--- src/rtl/tcnw_pkg.sv ---
// Shared types and constants for the text console number writer.
// No dependencies; every other file imports this package.
package tcnw_pkg;

  localparam int CHAR_W     = 8;
  localparam int VALUE_W    = 32;
  localparam int BASE_W     = 6;
  localparam int IDX_W      = 14;
  localparam int COLS_W     = 9;
  localparam int ROWS_W     = 7;
  localparam int CFG_IDX_W  = 2;
  localparam int CFG_DATA_W = 9;

  localparam int DIGIT_SLOTS_DEF = 32;
  localparam int MAX_COLUMNS_DEF = 256;
  localparam int MAX_ROWS_DEF    = 64;

  localparam int QUEUE_DEPTH = 2;

  localparam int DIV_BITS_PER_CYCLE = 8;
  localparam int DIV_STEPS          = VALUE_W / DIV_BITS_PER_CYCLE;

  localparam logic [CHAR_W-1:0] NEWLINE_CODE = 8'h0A;
  localparam logic [CHAR_W-1:0] CHAR_ZERO    = 8'h30;
  localparam logic [CHAR_W-1:0] CHAR_A       = 8'h41;
  localparam logic [BASE_W-1:0] DIGIT_TEN    = 6'd10;
  localparam logic [BASE_W-1:0] BASE_MIN     = 6'd2;
  localparam logic [BASE_W-1:0] BASE_MAX     = 6'd36;

  localparam logic [COLS_W-1:0] COLS_RESET = 9'd80;
  localparam logic [ROWS_W-1:0] ROWS_RESET = 7'd25;

  localparam logic [CFG_IDX_W-1:0] REG_COLUMNS = 2'd0;
  localparam logic [CFG_IDX_W-1:0] REG_ROWS    = 2'd1;

  localparam logic REQ_CHAR   = 1'b0;
  localparam logic REQ_NUMBER = 1'b1;

  typedef enum logic [1:0] {
    K_CHAR,
    K_NEWLINE,
    K_BADBASE,
    K_NUMBER
  } kind_t;

  typedef struct packed {
    kind_t               kind;
    logic [CHAR_W-1:0]   ch;
    logic [VALUE_W-1:0]  value;
    logic [BASE_W-1:0]   base;
  } cmd_t;

  typedef struct packed {
    logic valid;
    cmd_t cmd;
  } q_slot_t;

  function automatic logic [CHAR_W-1:0] digit_char(input logic [BASE_W-1:0] d);
    logic [CHAR_W-1:0] c;
    if (d < DIGIT_TEN) c = CHAR_ZERO + CHAR_W'(d);
    else c = CHAR_A + CHAR_W'(d - DIGIT_TEN);
    return c;
  endfunction

endpackage

--- src/rtl/tcnw_if.sv ---
// Channel interfaces: request, result and configuration write.
// Depends on tcnw_pkg.
interface tcnw_req_if;
  import tcnw_pkg::*;
  logic                valid;
  logic                ready;
  logic                req_type;
  logic [CHAR_W-1:0]   char_code;
  logic [VALUE_W-1:0]  number_value;
  logic [BASE_W-1:0]   number_base;
  modport source (output valid, req_type, char_code, number_value, number_base,
                  input ready);
  modport sink (input valid, req_type, char_code, number_value, number_base,
                output ready);
endinterface

interface tcnw_res_if;
  import tcnw_pkg::*;
  logic               valid;
  logic               ready;
  logic               write_enable;
  logic [IDX_W-1:0]   cell_index;
  logic [CHAR_W-1:0]  cell_char;
  logic               last;
  logic               error;
  modport source (output valid, write_enable, cell_index, cell_char, last, error,
                  input ready);
  modport sink (input valid, write_enable, cell_index, cell_char, last, error,
                output ready);
endinterface

interface tcnw_cfg_if;
  import tcnw_pkg::*;
  logic                  valid;
  logic                  ready;
  logic [CFG_IDX_W-1:0]  index;
  logic [CFG_DATA_W-1:0] data;
  modport source (output valid, index, data, input ready);
  modport sink (input valid, index, data, output ready);
endinterface

--- src/rtl/tcnw_front.sv ---
// Front end: accepts request items and classifies them into commands.
// Depends on tcnw_pkg and tcnw_if.
module tcnw_front (
  tcnw_req_if.sink          req_ch,
  input  logic              q_full,
  output tcnw_pkg::q_slot_t push
);
  import tcnw_pkg::*;

  kind_t kind;

  always_comb begin
    if (req_ch.req_type == REQ_CHAR) begin
      kind = (req_ch.char_code == NEWLINE_CODE) ? K_NEWLINE : K_CHAR;
    end else if (req_ch.number_base < BASE_MIN || req_ch.number_base > BASE_MAX) begin
      kind = K_BADBASE;
    end else begin
      kind = K_NUMBER;
    end
  end

  assign req_ch.ready    = !q_full;
  assign push.valid      = req_ch.valid && !q_full;
  assign push.cmd.kind   = kind;
  assign push.cmd.ch     = req_ch.char_code;
  assign push.cmd.value  = req_ch.number_value;
  assign push.cmd.base   = req_ch.number_base;

endmodule

--- src/rtl/tcnw_queue.sv ---
// Short command queue between front and back end.
// Depends on tcnw_pkg.
module tcnw_queue (
  input  logic              clk,
  input  logic              rst,
  input  tcnw_pkg::q_slot_t push,
  output logic              full,
  output tcnw_pkg::q_slot_t head,
  input  logic              pop
);
  import tcnw_pkg::*;

  localparam int PTR_W = (QUEUE_DEPTH > 1) ? $clog2(QUEUE_DEPTH) : 1;
  localparam int CNT_W = $clog2(QUEUE_DEPTH + 1);
  localparam logic [CNT_W-1:0] DEPTH_C = CNT_W'(QUEUE_DEPTH);
  localparam logic [PTR_W-1:0] LAST_P  = PTR_W'(QUEUE_DEPTH - 1);

  cmd_t             slots [QUEUE_DEPTH];
  logic [PTR_W-1:0] wr_ptr;
  logic [PTR_W-1:0] rd_ptr;
  logic [CNT_W-1:0] count;
  logic             do_push;
  logic             do_pop;

  assign full       = (count == DEPTH_C);
  assign head.valid = (count != '0);
  assign head.cmd   = slots[rd_ptr];
  assign do_push    = push.valid && !full;
  assign do_pop     = pop && head.valid;

  always_ff @(posedge clk) begin
    if (do_push) slots[wr_ptr] <= push.cmd;
  end

  always_ff @(posedge clk) begin
    if (rst) begin
      wr_ptr <= '0;
      rd_ptr <= '0;
      count  <= '0;
    end else begin
      if (do_push) wr_ptr <= (wr_ptr == LAST_P) ? '0 : wr_ptr + 1'b1;
      if (do_pop)  rd_ptr <= (rd_ptr == LAST_P) ? '0 : rd_ptr + 1'b1;
      if (do_push && !do_pop) count <= count + 1'b1;
      else if (do_pop && !do_push) count <= count - 1'b1;
    end
  end

endmodule

--- src/rtl/tcnw_back.sv ---
// Back end: cursor, screen size registers, radix divider, digit store and
// result register. Depends on tcnw_pkg and tcnw_if.
module tcnw_back #(
  parameter int DIGIT_SLOTS = tcnw_pkg::DIGIT_SLOTS_DEF,
  parameter int MAX_COLUMNS = tcnw_pkg::MAX_COLUMNS_DEF,
  parameter int MAX_ROWS    = tcnw_pkg::MAX_ROWS_DEF
) (
  input  logic              clk,
  input  logic              rst,
  input  tcnw_pkg::q_slot_t head,
  output logic              pop,
  tcnw_cfg_if.sink          cfg_ch,
  tcnw_res_if.source        res_ch
);
  import tcnw_pkg::*;

  localparam int COL_W = $clog2(MAX_COLUMNS);
  localparam int ROW_W = $clog2(MAX_ROWS);
  localparam int AW    = $clog2(DIGIT_SLOTS);
  localparam int NW    = $clog2(DIGIT_SLOTS + 1);
  localparam int PW    = ROW_W + COLS_W;
  localparam int SW    = (DIV_STEPS > 1) ? $clog2(DIV_STEPS) : 1;
  localparam logic [COLS_W-1:0] MAXC     = COLS_W'(MAX_COLUMNS);
  localparam logic [ROWS_W-1:0] MAXR     = ROWS_W'(MAX_ROWS);
  localparam logic [NW-1:0]     SLOTS_C  = NW'(DIGIT_SLOTS);
  localparam logic [SW-1:0]     STEP_END = SW'(DIV_STEPS - 1);

  typedef enum logic [2:0] {
    S_IDLE,
    S_SINGLE,
    S_DIV,
    S_READ,
    S_OUT
  } state_t;

  state_t              state;
  kind_t               kind;
  logic [CHAR_W-1:0]   ch;
  logic [BASE_W-1:0]   base;
  logic [VALUE_W-1:0]  dv;
  logic [BASE_W-1:0]   rem;
  logic [SW-1:0]       step;
  logic [NW-1:0]       n;
  logic [AW-1:0]       rd_addr;
  logic [BASE_W-1:0]   rd_data;
  logic [BASE_W-1:0]   digit_mem [DIGIT_SLOTS];

  logic [COLS_W-1:0]   screen_columns;
  logic [ROWS_W-1:0]   screen_rows;
  logic [COL_W-1:0]    col;
  logic [ROW_W-1:0]    row;

  logic                out_valid;
  logic                out_we;
  logic [IDX_W-1:0]    out_idx;
  logic [CHAR_W-1:0]   out_char;
  logic                out_last;
  logic                out_err;

  logic [COLS_W-1:0]   cols_use;
  logic [ROWS_W-1:0]   rows_use;
  logic [COL_W-1:0]    col_fit;
  logic [ROW_W-1:0]    row_fit;
  logic [PW-1:0]       prod;
  logic [IDX_W-1:0]    cell_idx;
  logic [COLS_W-1:0]   col_inc;
  logic [ROWS_W-1:0]   row_inc;
  logic                wrap_c;
  logic                wrap_r;
  logic [ROW_W-1:0]    row_adv;
  logic                can_emit;
  logic                emit;

  logic [VALUE_W-1:0]  dv_next;
  logic [BASE_W-1:0]   rem_next;
  logic [BASE_W:0]     trial;
  logic [NW-1:0]       n_next;
  logic                mem_we;
  logic                div_done;

  // screen size in use and cursor arithmetic
  always_comb begin
    if (screen_columns == '0) cols_use = COLS_W'(1);
    else if (screen_columns > MAXC) cols_use = MAXC;
    else cols_use = screen_columns;
    if (screen_rows == '0) rows_use = ROWS_W'(1);
    else if (screen_rows > MAXR) rows_use = MAXR;
    else rows_use = screen_rows;
    col_fit  = (COLS_W'(col) >= cols_use) ? '0 : col;
    row_fit  = (ROWS_W'(row) >= rows_use) ? '0 : row;
    prod     = PW'(row_fit) * PW'(cols_use);
    cell_idx = IDX_W'(prod + PW'(col_fit));
    col_inc  = COLS_W'(col_fit) + 1'b1;
    row_inc  = ROWS_W'(row_fit) + 1'b1;
    wrap_c   = (col_inc >= cols_use);
    wrap_r   = (row_inc >= rows_use);
    row_adv  = wrap_r ? '0 : row_inc[ROW_W-1:0];
  end

  // radix divider, DIV_BITS_PER_CYCLE quotient bits per cycle
  always_comb begin
    dv_next  = dv;
    rem_next = rem;
    trial    = '0;
    for (int i = 0; i < DIV_BITS_PER_CYCLE; i++) begin
      trial   = {rem_next, dv_next[VALUE_W-1]};
      dv_next = {dv_next[VALUE_W-2:0], 1'b0};
      if (trial >= {1'b0, base}) begin
        trial      = trial - {1'b0, base};
        dv_next[0] = 1'b1;
      end
      rem_next = trial[BASE_W-1:0];
    end
  end

  assign can_emit = !out_valid || res_ch.ready;
  assign emit     = can_emit && (state == S_SINGLE || state == S_OUT);
  assign pop      = (state == S_IDLE) && head.valid;
  assign n_next   = n + 1'b1;
  assign mem_we   = (state == S_DIV) && (step == STEP_END);
  assign div_done = (dv_next == '0) || (n_next == SLOTS_C);

  always_ff @(posedge clk) begin
    if (mem_we) digit_mem[n[AW-1:0]] <= rem_next;
    if (state == S_READ) rd_data <= digit_mem[rd_addr];
  end

  always_ff @(posedge clk) begin
    if (rst) begin
      state          <= S_IDLE;
      screen_columns <= COLS_RESET;
      screen_rows    <= ROWS_RESET;
      col            <= '0;
      row            <= '0;
      out_valid      <= 1'b0;
    end else begin
      if (cfg_ch.valid) begin
        case (cfg_ch.index)
          REG_COLUMNS: screen_columns <= cfg_ch.data[COLS_W-1:0];
          REG_ROWS:    screen_rows    <= cfg_ch.data[ROWS_W-1:0];
          default: ;
        endcase
      end
      if (emit) out_valid <= 1'b1;
      else if (res_ch.ready) out_valid <= 1'b0;
      case (state)
        S_IDLE: begin
          if (head.valid) begin
            kind <= head.cmd.kind;
            ch   <= head.cmd.ch;
            base <= head.cmd.base;
            dv   <= head.cmd.value;
            rem  <= '0;
            step <= '0;
            n    <= '0;
            state <= (head.cmd.kind == K_NUMBER) ? S_DIV : S_SINGLE;
          end
        end
        S_SINGLE: begin
          if (can_emit) begin
            out_last  <= 1'b1;
            out_err   <= (kind == K_BADBASE);
            out_we    <= (kind == K_CHAR);
            out_idx   <= (kind == K_CHAR) ? cell_idx : '0;
            out_char  <= (kind == K_CHAR) ? ch : '0;
            if (kind == K_CHAR) begin
              col <= wrap_c ? '0 : col_inc[COL_W-1:0];
              row <= wrap_c ? row_adv : row_fit;
            end else if (kind == K_NEWLINE) begin
              col <= '0;
              row <= row_adv;
            end
            state <= S_IDLE;
          end
        end
        S_DIV: begin
          dv <= dv_next;
          if (step == STEP_END) begin
            rem     <= '0;
            step    <= '0;
            n       <= n_next;
            rd_addr <= n[AW-1:0];
            if (div_done) state <= S_READ;
          end else begin
            step <= step + 1'b1;
            rem  <= rem_next;
          end
        end
        S_READ: begin
          state <= S_OUT;
        end
        S_OUT: begin
          if (can_emit) begin
            out_we    <= 1'b1;
            out_err   <= 1'b0;
            out_idx   <= cell_idx;
            out_char  <= digit_char(rd_data);
            out_last  <= (rd_addr == '0);
            col <= wrap_c ? '0 : col_inc[COL_W-1:0];
            row <= wrap_c ? row_adv : row_fit;
            if (rd_addr == '0) begin
              state <= S_IDLE;
            end else begin
              rd_addr <= rd_addr - 1'b1;
              state   <= S_READ;
            end
          end
        end
        default: state <= S_IDLE;
      endcase
    end
  end

  assign cfg_ch.ready        = 1'b1;
  assign res_ch.valid        = out_valid;
  assign res_ch.write_enable = out_we;
  assign res_ch.cell_index   = out_idx;
  assign res_ch.cell_char    = out_char;
  assign res_ch.last         = out_last;
  assign res_ch.error        = out_err;

endmodule

--- src/rtl/text_console_number_writer.sv ---
// Top level of the text console number writer: front end, command queue
// and back end. Depends on tcnw_pkg, tcnw_if, tcnw_front, tcnw_queue, tcnw_back.
//
// Usage: req_ch takes one item per character or number; cfg_ch writes
// screen_columns (index 0) and screen_rows (index 1) and is always ready;
// res_ch gives one result per written cell, newline or bad base, with last
// set on the final result of an item.
// Flow: a character or newline passes from the queue head through the
// S_SINGLE state into the result register and holds the back end until then.
// A number runs through the radix divider (8 quotient bits a cycle), which
// writes one digit to the digit store per DIV_STEPS steps; each digit is then
// read from the digit store (S_READ) and written to its cell (S_OUT), most
// significant digit first.
// A two-entry queue lets req_ch keep taking items while the back end works.
// Reset sets 80 columns, 25 rows and the cursor to the top left; the digit
// store is not cleared. When res_ch stalls, the result register holds and
// the back end waits; the queue then fills and req_ch drops ready.
module text_console_number_writer #(
  parameter int DIGIT_SLOTS = tcnw_pkg::DIGIT_SLOTS_DEF,
  parameter int MAX_COLUMNS = tcnw_pkg::MAX_COLUMNS_DEF,
  parameter int MAX_ROWS    = tcnw_pkg::MAX_ROWS_DEF
) (
  input  logic       clk,
  input  logic       rst,
  tcnw_req_if.sink   req_ch,
  tcnw_cfg_if.sink   cfg_ch,
  tcnw_res_if.source res_ch
);
  import tcnw_pkg::*;

  q_slot_t push;
  q_slot_t head;
  logic    q_full;
  logic    pop;

  tcnw_front u_front (
    .req_ch (req_ch),
    .q_full (q_full),
    .push   (push)
  );

  tcnw_queue u_queue (
    .clk  (clk),
    .rst  (rst),
    .push (push),
    .full (q_full),
    .head (head),
    .pop  (pop)
  );

  tcnw_back #(
    .DIGIT_SLOTS (DIGIT_SLOTS),
    .MAX_COLUMNS (MAX_COLUMNS),
    .MAX_ROWS    (MAX_ROWS)
  ) u_back (
    .clk    (clk),
    .rst    (rst),
    .head   (head),
    .pop    (pop),
    .cfg_ch (cfg_ch),
    .res_ch (res_ch)
  );

endmodule

--- src/flat_wrapper.sv ---
// flat-port wrapper written by rule: the top's interface ports become plain ports
module text_console_number_writer_flat import tcnw_pkg::*;
#(
  parameter int DIGIT_SLOTS = tcnw_pkg::DIGIT_SLOTS_DEF,
  parameter int MAX_COLUMNS = tcnw_pkg::MAX_COLUMNS_DEF,
  parameter int MAX_ROWS    = tcnw_pkg::MAX_ROWS_DEF
)
  (clk, rst, req_ch_valid, req_ch_req_type, req_ch_char_code, req_ch_number_value, req_ch_number_base, req_ch_ready, cfg_ch_valid, cfg_ch_index, cfg_ch_data, cfg_ch_ready, res_ch_valid, res_ch_write_enable, res_ch_cell_index, res_ch_cell_char, res_ch_last, res_ch_error, res_ch_ready);
  tcnw_req_if req_ch_i ();
  tcnw_cfg_if cfg_ch_i ();
  tcnw_res_if res_ch_i ();
  input  logic clk;
  input  logic rst;
  input wire logic [$bits(req_ch_i.valid)-1:0] req_ch_valid;
  input wire logic [$bits(req_ch_i.req_type)-1:0] req_ch_req_type;
  input wire logic [$bits(req_ch_i.char_code)-1:0] req_ch_char_code;
  input wire logic [$bits(req_ch_i.number_value)-1:0] req_ch_number_value;
  input wire logic [$bits(req_ch_i.number_base)-1:0] req_ch_number_base;
  output wire logic [$bits(req_ch_i.ready)-1:0] req_ch_ready;
  input wire logic [$bits(cfg_ch_i.valid)-1:0] cfg_ch_valid;
  input wire logic [$bits(cfg_ch_i.index)-1:0] cfg_ch_index;
  input wire logic [$bits(cfg_ch_i.data)-1:0] cfg_ch_data;
  output wire logic [$bits(cfg_ch_i.ready)-1:0] cfg_ch_ready;
  output wire logic [$bits(res_ch_i.valid)-1:0] res_ch_valid;
  output wire logic [$bits(res_ch_i.write_enable)-1:0] res_ch_write_enable;
  output wire logic [$bits(res_ch_i.cell_index)-1:0] res_ch_cell_index;
  output wire logic [$bits(res_ch_i.cell_char)-1:0] res_ch_cell_char;
  output wire logic [$bits(res_ch_i.last)-1:0] res_ch_last;
  output wire logic [$bits(res_ch_i.error)-1:0] res_ch_error;
  input wire logic [$bits(res_ch_i.ready)-1:0] res_ch_ready;
  assign req_ch_i.valid = req_ch_valid;
  assign req_ch_i.req_type = req_ch_req_type;
  assign req_ch_i.char_code = req_ch_char_code;
  assign req_ch_i.number_value = req_ch_number_value;
  assign req_ch_i.number_base = req_ch_number_base;
  assign req_ch_ready = req_ch_i.ready;
  assign cfg_ch_i.valid = cfg_ch_valid;
  assign cfg_ch_i.index = cfg_ch_index;
  assign cfg_ch_i.data = cfg_ch_data;
  assign cfg_ch_ready = cfg_ch_i.ready;
  assign res_ch_valid = res_ch_i.valid;
  assign res_ch_write_enable = res_ch_i.write_enable;
  assign res_ch_cell_index = res_ch_i.cell_index;
  assign res_ch_cell_char = res_ch_i.cell_char;
  assign res_ch_last = res_ch_i.last;
  assign res_ch_error = res_ch_i.error;
  assign res_ch_i.ready = res_ch_ready;
  text_console_number_writer #(.DIGIT_SLOTS(DIGIT_SLOTS), .MAX_COLUMNS(MAX_COLUMNS), .MAX_ROWS(MAX_ROWS)) u_core (.clk(clk), .rst(rst), .req_ch(req_ch_i), .cfg_ch(cfg_ch_i), .res_ch(res_ch_i));
endmodule
--- config.mk ---
export PLATFORM = sky130hd
export DESIGN_NAME = text_console_number_writer_flat
export DESIGN_NICKNAME = d
export VERILOG_FILES = /design/src/rtl/tcnw_pkg.sv /design/src/rtl/tcnw_if.sv /design/src/rtl/tcnw_front.sv /design/src/rtl/tcnw_queue.sv /design/src/rtl/tcnw_back.sv /design/src/rtl/text_console_number_writer.sv /design/src/flat_wrapper.sv
export SDC_FILE = /design/constraint.sdc
export NUM_CORES = 1
export LEC_CHECK = 0
export ABC_AREA = 1
export BUFFER_PORTS_ARGS = -buffer_cell sky130_fd_sc_hd__buf_2
export CAP_MARGIN = 20
export CORE_ASPECT_RATIO = 0.9
export CORE_MARGIN = 2
export CORE_UTILIZATION = 62
export CTS_CLUSTER_SIZE = 30
export DETAILED_ROUTE_END_ITERATION = 7
export GPL_ROUTABILITY_DRIVEN = 0
export PLACE_DENSITY = 0.8
export SETUP_SLACK_MARGIN = 0.02
export SYNTH_ARGS = -nofsm -noshare
export SYNTH_HDL_FRONTEND = slang
export SYNTH_SLANG_ARGS = --single-unit
--- constraint.sdc ---
create_clock -name clk -period 14.76 [get_ports clk]
set_input_delay 0 -clock clk [delete_from_list [all_inputs] [get_ports clk]]
set_output_delay 0 -clock clk [all_outputs]
set_load 0.005 [all_outputs]
---- After elaboration in Yosys (flattened, before gate mapping) ----
Memory sizes are Yosys's and may differ from the RTL's. A register that Yosys moved wholly into a read port is not among the register bits.
Cells that the tools add are included.
operators by class
  add/sub/neg operators ................... 21
  $mul .................................... 1
  magnitude comparators ................... 17
  equality and inequality tests ........... 19
  multiplexer cells ....................... 89
  bitwise gates (word level) .............. 1
  reduce and logical (&&, ||, !) cells .... 38
operator list
  operator              count
  $mux W6               18
  $mux W8               10
  $pmux W32 S2          1
  $ge A7 B6 Y1          8
  $sub A6 B6 Y6         8
  $mux W14              3
  $pmux W6 S2           3
  $logic_not A32 Y1     1
  $mux W32              1
  $pmux W8 S2           2
  $pmux W14 S2          1
  $mux W1               25
  $mux W9               2
  $mux W3               5
  $mux W5               3
  $pmux W3 S5           1
  $add A14 B8 Y14       1
  $mul A6 B9 Y14        1
  $mux W2               7
  $mux W7               2
  $reduce_and A4 Y1     3
  $reduce_bool A2 Y1    6
  $ne A2 B2 Y1 const B  5
  $pmux W5 S2           1
  42 further kinds      68
word-level totals
  register bits after elaboration ......... 130
  RAM bits ................................ 288
  input bits .............................. 63
  word-level logic and storage cells ...... 210
  memories ................................ 2
memory list
  name                     depth  bits a word  read ports  clocked after memory_dff  wr ports  RTL line          source
  u_core.u_back.digit_mem  32     6            1           1                         1         tcnw_back.sv:46   logic [BASE_W-1:0] digit_mem [DIGIT_SLOTS];
  u_core.u_queue.slots     2      48           1           1                         1         tcnw_queue.sv:18  cmd_t slots [QUEUE_DEPTH];

---- Longest topological paths before layout ----
Gate-level depths: netlist of run 1.
  depth after elaboration ................. 21
  mapped depth ............................ 91
  mapped depth without buffers ............ 87

---- Hierarchy ----
From an unflattened synthesis of run 1, not the netlist that was laid out.
second synthesis, totals
  cells, all modules ...................... 2,230
  area total of the unflattened synthesis .. 23,093.4 um^2
by module, submodules not included
  module      times used  cells each  area an instance (um^2)
  tcnw_back   1           1,976       18,870.6
  tcnw_queue  1           186         3,782.4
  tcnw_front  1           68          440.4

---- Worst setup path after synthesis of run 1 ----
OpenSTA, ideal clock, no wires.
  path type ............................... reg2reg
  start point ............................. register u_core.u_back.base[1]
  end point ............................... memory u_core.u_back.digit_mem[0][4] (data pin)
  arrival ................................. 12.458 ns
  data required time ...................... 14.367 ns
  slack ................................... 1.909 ns
  stages on the path, launching flop included .. 88
  buffers on the path ..................... 5
  clock period less this slack ............ 12.851 ns
  path through ............................ edfxtp_1 inv_1 ha_1 nand2_1 nor2_1 nand2_1 nand3_2 buf_6 nand2_1 o21a_1 inv_1 ha_1 a21oi_1 nand2_1 nand3_1 nand2_1 a21oi_2 nand2_2 (+52 left out) a21oi_1 nand3_2 inv_2 buf_4 nand2_1 o21ai_1 ha_1 a21oi_1 o21bai_1 a21oi_1 inv_1 a21oi_1 o21ai_0 a21oi_1 nand3_2 buf_6 nand2_1 nand2_1
on the way
  longest elaborated chain between the ends .. 16
ends and longest elaborated chain
  element                                               RTL line                            source
  start: declaration                                    tcnw_back.sv:39                     logic [BASE_W-1:0] base;
  start signal: assignment                              tcnw_back.sv:151                    base <= head.cmd.base;
  $sub A6 B6 Y6 / $ge A7 B6 Y1 (equally long branches)  tcnw_back.sv:109, tcnw_back.sv:108
  $mux W6                                               tcnw_back.sv:108                    if (trial >= {1'b0, base}) begin
  $sub A6 B6 Y6 / $ge A7 B6 Y1 (equally long branches)  tcnw_back.sv:109, tcnw_back.sv:108
  $mux W6                                               tcnw_back.sv:108
  $sub A6 B6 Y6 / $ge A7 B6 Y1 (equally long branches)  tcnw_back.sv:109, tcnw_back.sv:108
  $mux W6                                               tcnw_back.sv:108
  $sub A6 B6 Y6 / $ge A7 B6 Y1 (equally long branches)  tcnw_back.sv:109, tcnw_back.sv:108
  $mux W6                                               tcnw_back.sv:108
  $sub A6 B6 Y6 / $ge A7 B6 Y1 (equally long branches)  tcnw_back.sv:109, tcnw_back.sv:108
  $mux W6                                               tcnw_back.sv:108
  $ge A7 B6 Y1 / $sub A6 B6 Y6 (equally long branches)  tcnw_back.sv:108, tcnw_back.sv:109
  $mux W6                                               tcnw_back.sv:108
  $sub A6 B6 Y6 / $ge A7 B6 Y1 (equally long branches)  tcnw_back.sv:109, tcnw_back.sv:108
  $mux W6                                               tcnw_back.sv:108
  $sub A6 B6 Y6 / $ge A7 B6 Y1 (equally long branches)  tcnw_back.sv:109, tcnw_back.sv:108
  $mux W6 *                                             tcnw_back.sv:108
  via u_core.u_back.trial[4]                            tcnw_back.sv:76                     logic [BASE_W:0] trial;
  end: declaration                                      tcnw_back.sv:46
Mark *: on every way through the listed nets, which the timed path passes. The rest lies on a longest branch.

---- Worst setup path in the final report of run 1 ----
  start point ............................. register u_core.u_back.base[4]
  end point ............................... memory u_core.u_back.digit_mem[23][3] (data pin)
on the way
  longest elaborated chain between the ends .. 16
ends and longest elaborated chain
  element                                               RTL line
  $sub A6 B6 Y6 / $ge A7 B6 Y1 (equally long branches)  tcnw_back.sv:109, tcnw_back.sv:108
  $mux W6                                               tcnw_back.sv:108
  $sub A6 B6 Y6 / $ge A7 B6 Y1 (equally long branches)  tcnw_back.sv:109, tcnw_back.sv:108
  $mux W6                                               tcnw_back.sv:108
  $ge A7 B6 Y1 / $sub A6 B6 Y6 (equally long branches)  tcnw_back.sv:108, tcnw_back.sv:109
  $mux W6                                               tcnw_back.sv:108
  $sub A6 B6 Y6 / $ge A7 B6 Y1 (equally long branches)  tcnw_back.sv:109, tcnw_back.sv:108
  $mux W6                                               tcnw_back.sv:108
  $sub A6 B6 Y6 / $ge A7 B6 Y1 (equally long branches)  tcnw_back.sv:109, tcnw_back.sv:108
  $mux W6                                               tcnw_back.sv:108
  $sub A6 B6 Y6 / $ge A7 B6 Y1 (equally long branches)  tcnw_back.sv:109, tcnw_back.sv:108
  $mux W6                                               tcnw_back.sv:108
  $ge A7 B6 Y1 / $sub A6 B6 Y6 (equally long branches)  tcnw_back.sv:108, tcnw_back.sv:109
  $mux W6                                               tcnw_back.sv:108
  $sub A6 B6 Y6 / $ge A7 B6 Y1 (equally long branches)  tcnw_back.sv:109, tcnw_back.sv:108
  $mux W6 *                                             tcnw_back.sv:108
  via u_core.u_back.trial[3]                            tcnw_back.sv:76
Marks and branches as above.

==> results of run 1 <==
area by class of cell:
class	count	area, sq um	share of cell area (%)
clock inverter	23	257.7	1.013
tap	469	586.8	2.306
sequential	425	12370	48.62
multi-input combinational	1378	8678	34.10
timing repair buffer	199	1466	5.762
inverter	264	1017	3.997
clock buffer	53	1071	4.208
worst max-delay path, delay by kind of cell (launching register included):
family	cells	cell delay (ns)
DFF	1	0.38
adders and majority gates	8	2.57
AOI/OAI and AO/OA	40	6.38
and+or+nand+nor	25	2.82
buffers and inverters	10	1.28
flip-flops by register name (all words and copies together), names as in the netlist, 7 cells and up, named ones only:
register                         count
u_core.u_back.res_ch.cell_char       8
u_core.u_back.digit_mem            192
u_core.u_back.ch                     8
u_core.u_back.res_ch.cell_index     14
u_core.u_queue.slots                96
u_core.u_back.screen_rows            7
u_core.u_back.screen_columns         9
u_core.u_back.dv                    32
u_core.u_back.col                    8
cell usage in the layout (no fill, tap or decap), types with 12 or more instances in the layout:
master	n
nand4_1	16
ha_1	122
dlygate4sd3_1	67
nor2_1	279
o211ai_1	17
clkbuf_1	12
o22ai_1	15
o21ai_0	207
xnor2_1	22
buf_2	89
buf_4	38
inv_1	247
o221ai_1	37
nand3_1	66
nor3_1	18
xor2_1	32
mux2_2	16
edfxtp_1	386
clkinv_1	13
clkbuf_16	41
dfxtp_1	38
fa_1	41
o21ai_1	20
a21oi_1	69
nand2_1	292
worst min-delay path by stage:
stage	end
2_1_floorplan	u_core.u_queue.slots[0][0]$_DFFE_PP_
3_3_place_gp	u_core.u_queue.slots[1][34]$_DFFE_PP_
6_report	u_core.u_back.screen_rows[2]$_SDFFE_PP0P_
3_5_place_dp	u_core.u_queue.slots[0][9]$_DFFE_PP_
4_1_cts	u_core.u_back.screen_rows[1]$_SDFFE_PP0P_
5_1_grt	u_core.u_back.screen_rows[1]$_SDFFE_PP0P_
logic make-up after synthesis:
kind of cell    count (synthesis)
simple gates                  711
xor+xnor                       54
buf+inv                       332
other cells                     1
flops                         425
mux                            24
fa+ha+maj                     165
compound gates                423
layer usage:
metal | track usage (%) | wire (um) | vias to the layer above
met3 | 5.122 | 4417 | 147
li1 | - | - | 7754
met2 | 48.83 | 26560 | 769
met1 | 38.01 | 21700 | 8059
met5 | 0 | 0 | -
met4 | 11.30 | 1928 | 0
timing repair:
item                                    4_1_cts  5_1_grt
endpoints found under the setup margin      192      201
hold buffers                                 67        0
gates resized for setup                       0       35
setup buffers                                 1       21
pin swaps                                     0        5
endpoints found under the hold margin       128        0
metrics by stage:
stage / worst slack (ns) / area [sq um] / setup TNS [ns] / std cells / utilization, %
final: 0.9957 / 25450 / 0 / 2811 / 72.27
after global routing: -0.1768 / 25450 / -22.76 / 2811 / 72.27
after CTS: 0.1247 / 25130 / 0 / 2790 / 71.37
after detailed placement: -0.03002 / 23130 / -0.9134 / 2646 / 65.67
after global placement: 1.081 / 23130 / 0 / 2646 / 65.67
after floorplan: 1.909 / 22210 / 0 / 2135 / -
==> summary.txt, run 1 <==
Run status
  – Status: complete, no violations

STA
  – Worst hold slack: approximately 0.093 ns
  – Final hold vios: 0
  – Relative max-transition margin: between 20 and 30%
  – Min Tclk post-route: around 14 ns
  – Final setup violation count: 0
  – Tightest Pin Transition: around 1.0 ns
  – Fmax: roughly 0.073 GHz
  – Worst Skew: between 0.02 and 0.03 ns
  – Final period util: between 90% and 100%
  – Final Max Slew Viols: 0

Global route
  – Grt ovf: 0
  – Vias in the first global route: 16.41k
  – Global-route wire length before repair: roughly 85000 um
  – GRT Overall Usage: between 20% and 30%
  – Largest net degree at the start of global routing: about 100
  – Initial antenna violation count: 0

Layout
  – Nets@finish: approximately 2.5k
  – Synthesis-to-finish area growth: 14.61%
  – Layout cells sized above 1: between 10% and 20%
  – Fillers: roughly 2.4k
  – ANT cells: 0

Worst setup path
  – Setup crit end: u_core.u_back.digit_mem[23][3]$_DFFE_PP_
  – CP arrival: around 14 ns
  – Slowest stage delay, CP: about 0.39 ns
  – Worst path most repeated cell: nand2_1
  – Crit path launch type: flip-flop
  – Worst Path Required: ~15 ns
  – Worst R2R Setup Slack: roughly 1.0 ns
  – Worst R2R End: u_core.u_back.digit_mem[23][3]$_DFFE_PP_
  – R2r startpoint: u_core.u_back.base[4]$_DFFE_PP_
  – WS Path Type: flip-flop to flip-flop
  – Kind of end point of the critical path: flip-flop
  – Critical path fanouts, max: 32
  – R2R cell count: between 80 and 90
  – Worst Setup SP: u_core.u_back.base[4]$_DFFE_PP_
  – Slowest-stage cell, CP: ha_1

Routing
  – Final wirelength: 54610 um
  – Vias per inst: roughly 6
  – # DRC: 0
  – DR iter-0 viols: 1878
  – Vias: 16.73k
  – Remaining antenna violation count: 0
  – Wire per inst: approximately 19 um
  – TritonRoute pass-1 iters: 6

Logic synthesis
  – Area share of the largest cell type after synthesis: 52.20%
  – Synth Flop Type: edfxtp_1
  – Largest family of logic cells by synthesized area: simple AND/OR/NAND/NOR gates
  – Post-synth top cells: edfxtp_1 (386), nand2_1 (292), nor2_1 (282)
  – Synthesized flop and latch total: 425
  – Post-synthesis cell count: ~2.1k
  – Yosys warns: 0
  – Post-synthesis mux area share: 1.172%
  – Seq/Total Area, Yosys: between 50 and 60%
  – Yosys cell types: 53
  – Post-synthesis xor/xnor area fraction: 2.130%
  – Mean Syn Cell Area: ~10 sq um
  – Compound-Gate Fraction of Synth Area: 11.04%
  – Number of synthesized flops with an enable pin: ~390
  – Cell area after synthesis: between 20000 and 25000 sq um
  – Synthesized net count: approximately 2.4k
  – Simple-Gate Fraction of Synth Area: between 10% and 20%
  – Leading area contributor after synthesis: edfxtp_1
  – Post-synth ARST share: 0%
  – Post-synthesis adder-cell area fraction: between 10% and 20%
  – Dominant cells by area after synthesis: edfxtp_1 (52%), ha_1 (7.0%), nand2_1 (4.9%)
  – Most frequent cell after synthesis: edfxtp_1

Floorplan
  – Top-Level Pins: 91
  – Die X: between 200 and 250 um
  – Die ar.: about 37000 sq um
  – Die height: about 180 um
  – Core region area: around 35000 sq um
  – Initial Utilization: 63.06%
  – FP Rows: 65

Clock tree
  – H-tree levels: 2
  – Clock tree from TritonCTS: built
  – CTS clock-pin slew for the worst setup and hold paths: roughly 0.06 ns
  – Root Buffer: clkbuf_16
  – Clk Latency, worst-skew pair: approximately 0.55 ns
  – Num Clock Sinks: approximately 430
  – Longest Clk Path Bufs: 3
  – Cts bufs inserted: a little over 40

Min path
  – Min-Delay Path Depth: 5
  – Hold_sp: cfg_ch_valid
  – Min-delay worst type: input port to flip-flop

Placed design
  – DP HPWL: around 35000 um
  – Port buffer count: 89

Flow run
  – Max-cap violations: 0
Power of run 1 is left out: the tool's default activity adds up to more than one toggle a clock period on the data nets, which glitch-free logic cannot reach.
==> run 2: changes to the inputs <==
--- a/config.mk
+++ b/config.mk
@@ -12,3 +12,4 @@
 export CORE_MARGIN = 2
-export CORE_UTILIZATION = 62
+export CORE_UTILIZATION = 64
+export CTS_BUF_LIST = sky130_fd_sc_hd__clkbuf_2
 export CTS_CLUSTER_SIZE = 30
@@ -16,3 +17,3 @@
 export GPL_ROUTABILITY_DRIVEN = 0
-export PLACE_DENSITY = 0.8
+export PLACE_DENSITY = 0.82
 export SETUP_SLACK_MARGIN = 0.02
==> constraint.sdc (replaced) <==
create_clock -name clk -period 14.76 [get_ports clk]
set_input_delay 1.476 -clock clk [delete_from_list [all_inputs] [get_ports clk]]
set_output_delay 1.476 -clock clk [all_outputs]
set_load 0.005 [all_outputs]
==> run 2 against run 1 <==
Effect of this change:
- final cell count grew 1.2%
- worst setup slack worse by 0.16 ns
- critical path type unchanged
- design area shrank 4.3%
- critical path depth unchanged
- global-route usage fell by 0.41 points
- first-iteration DRC count shrank 5.0%
- non-clock buffer count down 64
- largest cell class unchanged
- clock skew increased by 0.075 ns
- critical endpoint is now u_core.u_back.digit_mem[24][5]$_DFFE_PP_
==> summary.txt, run 2 (synthesis results as in run 1) <==
STA
  – Relative max-transition margin: 33.16%
  – Final hold vios: 0
  – Final period util: between 90 and 100%
  – Final Max Slew Viols: 0
  – Min Tclk post-route: ~14 ns
  – Tightest Pin Transition: approximately 1.0 ns
  – Worst hold slack: approximately 0.47 ns
  – Setup ws final: roughly 0.84 ns
  – Worst Skew: a little over 0.1 ns
  – Fmax: about 0.072 GHz
  – Final setup violation count: 0

Worst setup path
  – Critical path fanouts, max: 32
  – Critical path buffers and inverters: 10
  – Kind of end point of the critical path: flip-flop
  – Worst path top cell family by delay: compound AO/OA/AOI/OAI gates
  – WS Path Type: flip-flop to flip-flop
  – Slowest-stage cell, CP: edfxtp_1
  – Worst path most repeated cell: nand2_1
  – Slowest stage delay, CP: ~0.4 ns
  – Crit path launch type: flip-flop
  – CP arrival: 14.58 ns
  – Worst R2R Setup Slack: 0.84 ns
  – Worst Path Required: ~15 ns

Clock tree
  – CTS clock-pin slew for the worst setup and hold paths: approximately 0.11 ns
  – Cts bufs inserted: between 90 and 100
  – H-tree levels: 3
  – Clk Latency, worst-skew pair: just under 1 ns
  – Root Buffer: clkbuf_2
  – Num Clock Sinks: roughly 430
  – Clock tree from TritonCTS: built
  – Hold buffers post-CTS: 0
  – Longest Clk Path Bufs: 3

Routing
  – Vias per inst: ~5.8
  – Remaining antenna violation count: 0
  – Final wirelength: ~52000 um
  – DR iter-0 viols: ~1.8k
  – Wire per inst: approximately 18 um
  – TritonRoute pass-1 iters: 5
  – Vias: between 15k and 20k
  – # DRC: 0

Layout
  – Layout cells sized above 1: 15.41%
  – Non-filler instance count after layout: 2845
  – Synthesis-to-finish area growth: 9.669%
  – Nets@finish: about 2.5k
  – Most frequent cells in the layout: edfxtp_1 (386), nand2_1 (291), nor2_1 (279)
  – Commonest non-fill, non-tap cell in the layout: edfxtp_1
  – Max reg flops: 192
  – Layout Utilization: a little under three quarters

Global route
  – Largest net degree at the start of global routing: between 60 and 70
  – GRT Overall Usage: 28.68%
  – Global-route wire length before repair: ~80000 um
  – Initial antenna violation count: 1
  – Grt ovf: 0
  – Vias in the first global route: ~16k

Run status
  – Status: complete, no violations

Floorplan
  – FP Rows: 64
  – Initial Utilization: about 65%
  – Die ar.: 36210 sq um
  – Core region area: between 30000 and 40000 sq um
  – Top-Level Pins: ~90
  – Die height: approximately 180 um
  – Die X: 200.4 um

Placed design
  – DP Worst Slack: -0.1256 ns
  – Placed instance count: 2639
  – DP HPWL: about 35000 um
  – Port buffer count: 89

Flow run
  – Max-cap violations: 0

Min path
  – Min-delay worst type: flip-flop to flip-flop
-- run 2: worst reg2reg max path: cells and delay by family, from the launching register on --
| family | cells | cell delay (ns) |
|---|---|---|
| buffers and inverters | 10 | 1.29 |
| AO/OA/AOI/OAI | 40 | 6.46 |
| AND/OR/NAND/NOR | 25 | 2.78 |
| adder cells (fa/ha/maj) | 8 | 2.64 |
| flip-flops | 1 | 0.40 |
-- run 2: what timing repair did --
item                                    CTS  global route
endpoints found under the setup margin   33           201
setup buffers                             1            23
pin swaps                                 0             3
gates resized for setup                   0            30
-- run 2: metal layers --
metal / part of all wire [%] / GRT usage [%]
met1: 41 / 39.76
met2: 46 / 44.79
met3: 10 / 6.421
met4: 3.1 / 10.84
met5: 0 / 0
-- run 2: worst paths after layout --
check	startpoint	endpoint	cells past startpoint
setup / recovery	u_core.u_back.base[4]$_DFFE_PP_	u_core.u_back.digit_mem[24][5]$_DFFE_PP_	83
hold / removal	u_core.u_back.col[0]$_SDFFE_PP0P_	u_core.u_back.col[0]$_SDFFE_PP0P_	2
setup reg to reg	u_core.u_back.base[4]$_DFFE_PP_	u_core.u_back.digit_mem[24][5]$_DFFE_PP_	83
hold reg to reg	u_core.u_back.col[0]$_SDFFE_PP0P_	u_core.u_back.col[0]$_SDFFE_PP0P_	2
-- run 2: area by class of cell --
| type | count | area, sq um |
|---|---|---|
| antenna | 1 | 2.502 |
| multi-input combinational | 1378 | 8647 |
| clock inverter | 37 | 185.2 |
| clock buffer | 143 | 715.7 |
| sequential | 425 | 12370 |
| timing repair buffer | 135 | 837.1 |
| inverter | 264 | 1015 |
| fill | 2393 | 9759 |
| tap | 462 | 578.1 |
-- run 2: through the flow --
stage	area [sq um]	setup TNS [ns]
global route	24350	-8.052
floorplan	22210	0
CTS	24030	0
detailed placement	23120	-2.496
global placement	23120	0
finish	24350	0
Power of run 2 is left out for the same reason.
==> run 3: changes to the inputs <==
- CORE_MARGIN: 2 -> 8
- CTS_CLUSTER_DIAMETER: not set -> 80
==> run 3 against run 2 <==
Effect of this change:
- utilization fell by 1.8 points
- critical path depth shrank 1
- largest cell class unchanged
- first-iteration DRC count down 11%
- design area decreased by 2.6%
==> summary.txt, run 3 (synthesis results as in run 1) <==
Run status
  – Status: complete, no violations

Global route
  – Largest net degree at the start of global routing: between 90 and 100
  – Initial antenna violation count: 1
  – Vias in the first global route: 15.61k
  – Global-route wire length before repair: around 80000 um
  – GRT Overall Usage: between 20% and 30%
  – Grt ovf: 0

Routing
  – DR iter-0 viols: approximately 1.6k
  – Wire per inst: between 15 and 20 um
  – # DRC: 0
  – Vias: 16.12k
  – Remaining antenna violation count: 0
  – Vias per inst: 5.966
  – TritonRoute pass-1 iters: 6
  – Final wirelength: slightly above 50000 um

STA
  – Tightest Pin Transition: around 1.0 ns
  – Relative max-transition margin: 32.04%
  – Worst Skew: ~0.1 ns
  – Min Tclk post-route: between 10 and 15 ns
  – Fmax: 0.07245 GHz
  – Final hold vios: 0
  – Final setup violation count: 0
  – TNS Setup: 0 ns
  – Final Max Slew Viols: 0
  – Final period util: between 90% and 100%

Layout
  – Max reg flops: about 190
  – Non-filler instance count after layout: around 2.7k
  – Most frequent cells in the layout: edfxtp_1 (386), nand2_1 (292), nor2_1 (279)
  – Layout cells sized above 1: roughly 11%
  – Synthesis-to-finish area growth: 6.829%
  – Layout Utilization: 69.54%
  – Commonest non-fill, non-tap cell in the layout: edfxtp_1
  – Design area: between 20000 and 25000 sq um
  – Nets@finish: 2454

Worst setup path
  – Slowest stage delay, CP: 0.48 ns
  – WS Path Type: flip-flop to flip-flop
  – Worst path most repeated cell: nand2_1
  – Crit path launch type: flip-flop
  – Critical path fanouts, max: 32
  – Worst Path Required: about 16 ns
  – Kind of end point of the critical path: flip-flop
  – CP arrival: ~15 ns
  – Slowest-stage cell, CP: edfxtp_1

Clock tree
  – Clk Latency, worst-skew pair: 1.04 ns
  – Root Buffer: clkbuf_2
  – Num Clock Sinks: 425
  – Longest Clk Path Bufs: 3
  – Clock tree from TritonCTS: built
  – H-tree levels: 1
  – Cts bufs inserted: 20
  – Hold buffers post-CTS: 0
  – CTS clock-pin slew for the worst setup and hold paths: ~0.46 ns

Min path
  – Min-delay worst type: flip-flop to flip-flop

Floorplan
  – Die height: approximately 190 um
  – Die ar.: 40920 sq um
  – FP Rows: 64
  – Top-Level Pins: 91
  – Core region area: 34110 sq um
  – Initial Utilization: between 60% and 70%
  – Die X: between 200 and 250 um

Placed design
  – Placed instance count: 2638
  – DP HPWL: around 36000 um
  – Port buffer count: slightly below 90
  – Placed inst area: about 23000 sq um

Flow run
  – Max-cap violations: 0
## run 3: changes by cell type in the layout (fill, tap and decap cells not counted), moves of 4 or more
cell | before | now
clkinv_2 | 9 | 0
buf_4 | 40 | 44
clkbuf_2 | 143 | 28
clkinv_1 | 28 | 6
## run 3: stage by stage
stage | hold slack (ns) | setup slack (ns)
floorplan | 0.4449 | 1.909
global placement | 0.4467 | 1.040
detailed placement | 0.4653 | 0.1157
CTS | 0.4758 | 0.2142
global route | 0.5118 | -0.2461
finish | 0.4907 | 0.9579
## run 3: worst paths after layout
| path | slack, ns | to | startpoint | cells past startpoint |
|---|---|---|---|---|
| setup / recovery | 0.96 | u_core.u_back.digit_mem[4][4]$_DFFE_PP_ | u_core.u_back.base[4]$_DFFE_PP_ | 82 |
| hold / removal | 0.49 | u_core.u_back.col[0]$_SDFFE_PP0P_ | u_core.u_back.col[0]$_SDFFE_PP0P_ | 2 |
| setup reg to reg | 0.96 | u_core.u_back.digit_mem[4][4]$_DFFE_PP_ | u_core.u_back.base[4]$_DFFE_PP_ | 82 |
| hold reg to reg | 0.49 | u_core.u_back.col[0]$_SDFFE_PP0P_ | u_core.u_back.col[0]$_SDFFE_PP0P_ | 2 |
## run 3: repair_timing
item | in CTS | in global routing
pin swaps | 0 | 8
endpoints found under the hold margin | 0 | 0
gates cloned | 0 | 1
resized for setup | 0 | 34
setup buffers | 1 | 26
endpoints found under the setup margin | 1 | 201
## run 3: worst max-delay path: cells and delay by family (launching register included)
| family | cells | cell delay, ns |
|---|---|---|
| simple gates | 26 | 2.86 |
| fa+ha+maj | 8 | 2.65 |
| flops | 1 | 0.48 |
| compound gates | 38 | 6.31 |
| buf+inv | 10 | 1.32 |
## run 3: final cells by class
cell class              count  area [sq um]
multi-input cells        1379          8671
fillers                  2470         10390
clock buffers              28         140.1
clock inverters             7         125.1
inverters                 264          1015
well taps                 462         578.1
diodes                      1         2.502
flip-flops and latches    425         12370
repair buffers            136         818.3
## run 3: metal layers
layer | GRT usage (%) | part of all wire (%)
met1 | 33.53 | 41
met2 | 39.45 | 46
met3 | 4.433 | 9.6
met4 | 8.090 | 3.1
met5 | 0 | 0
Power of run 3 is left out for the same reason.
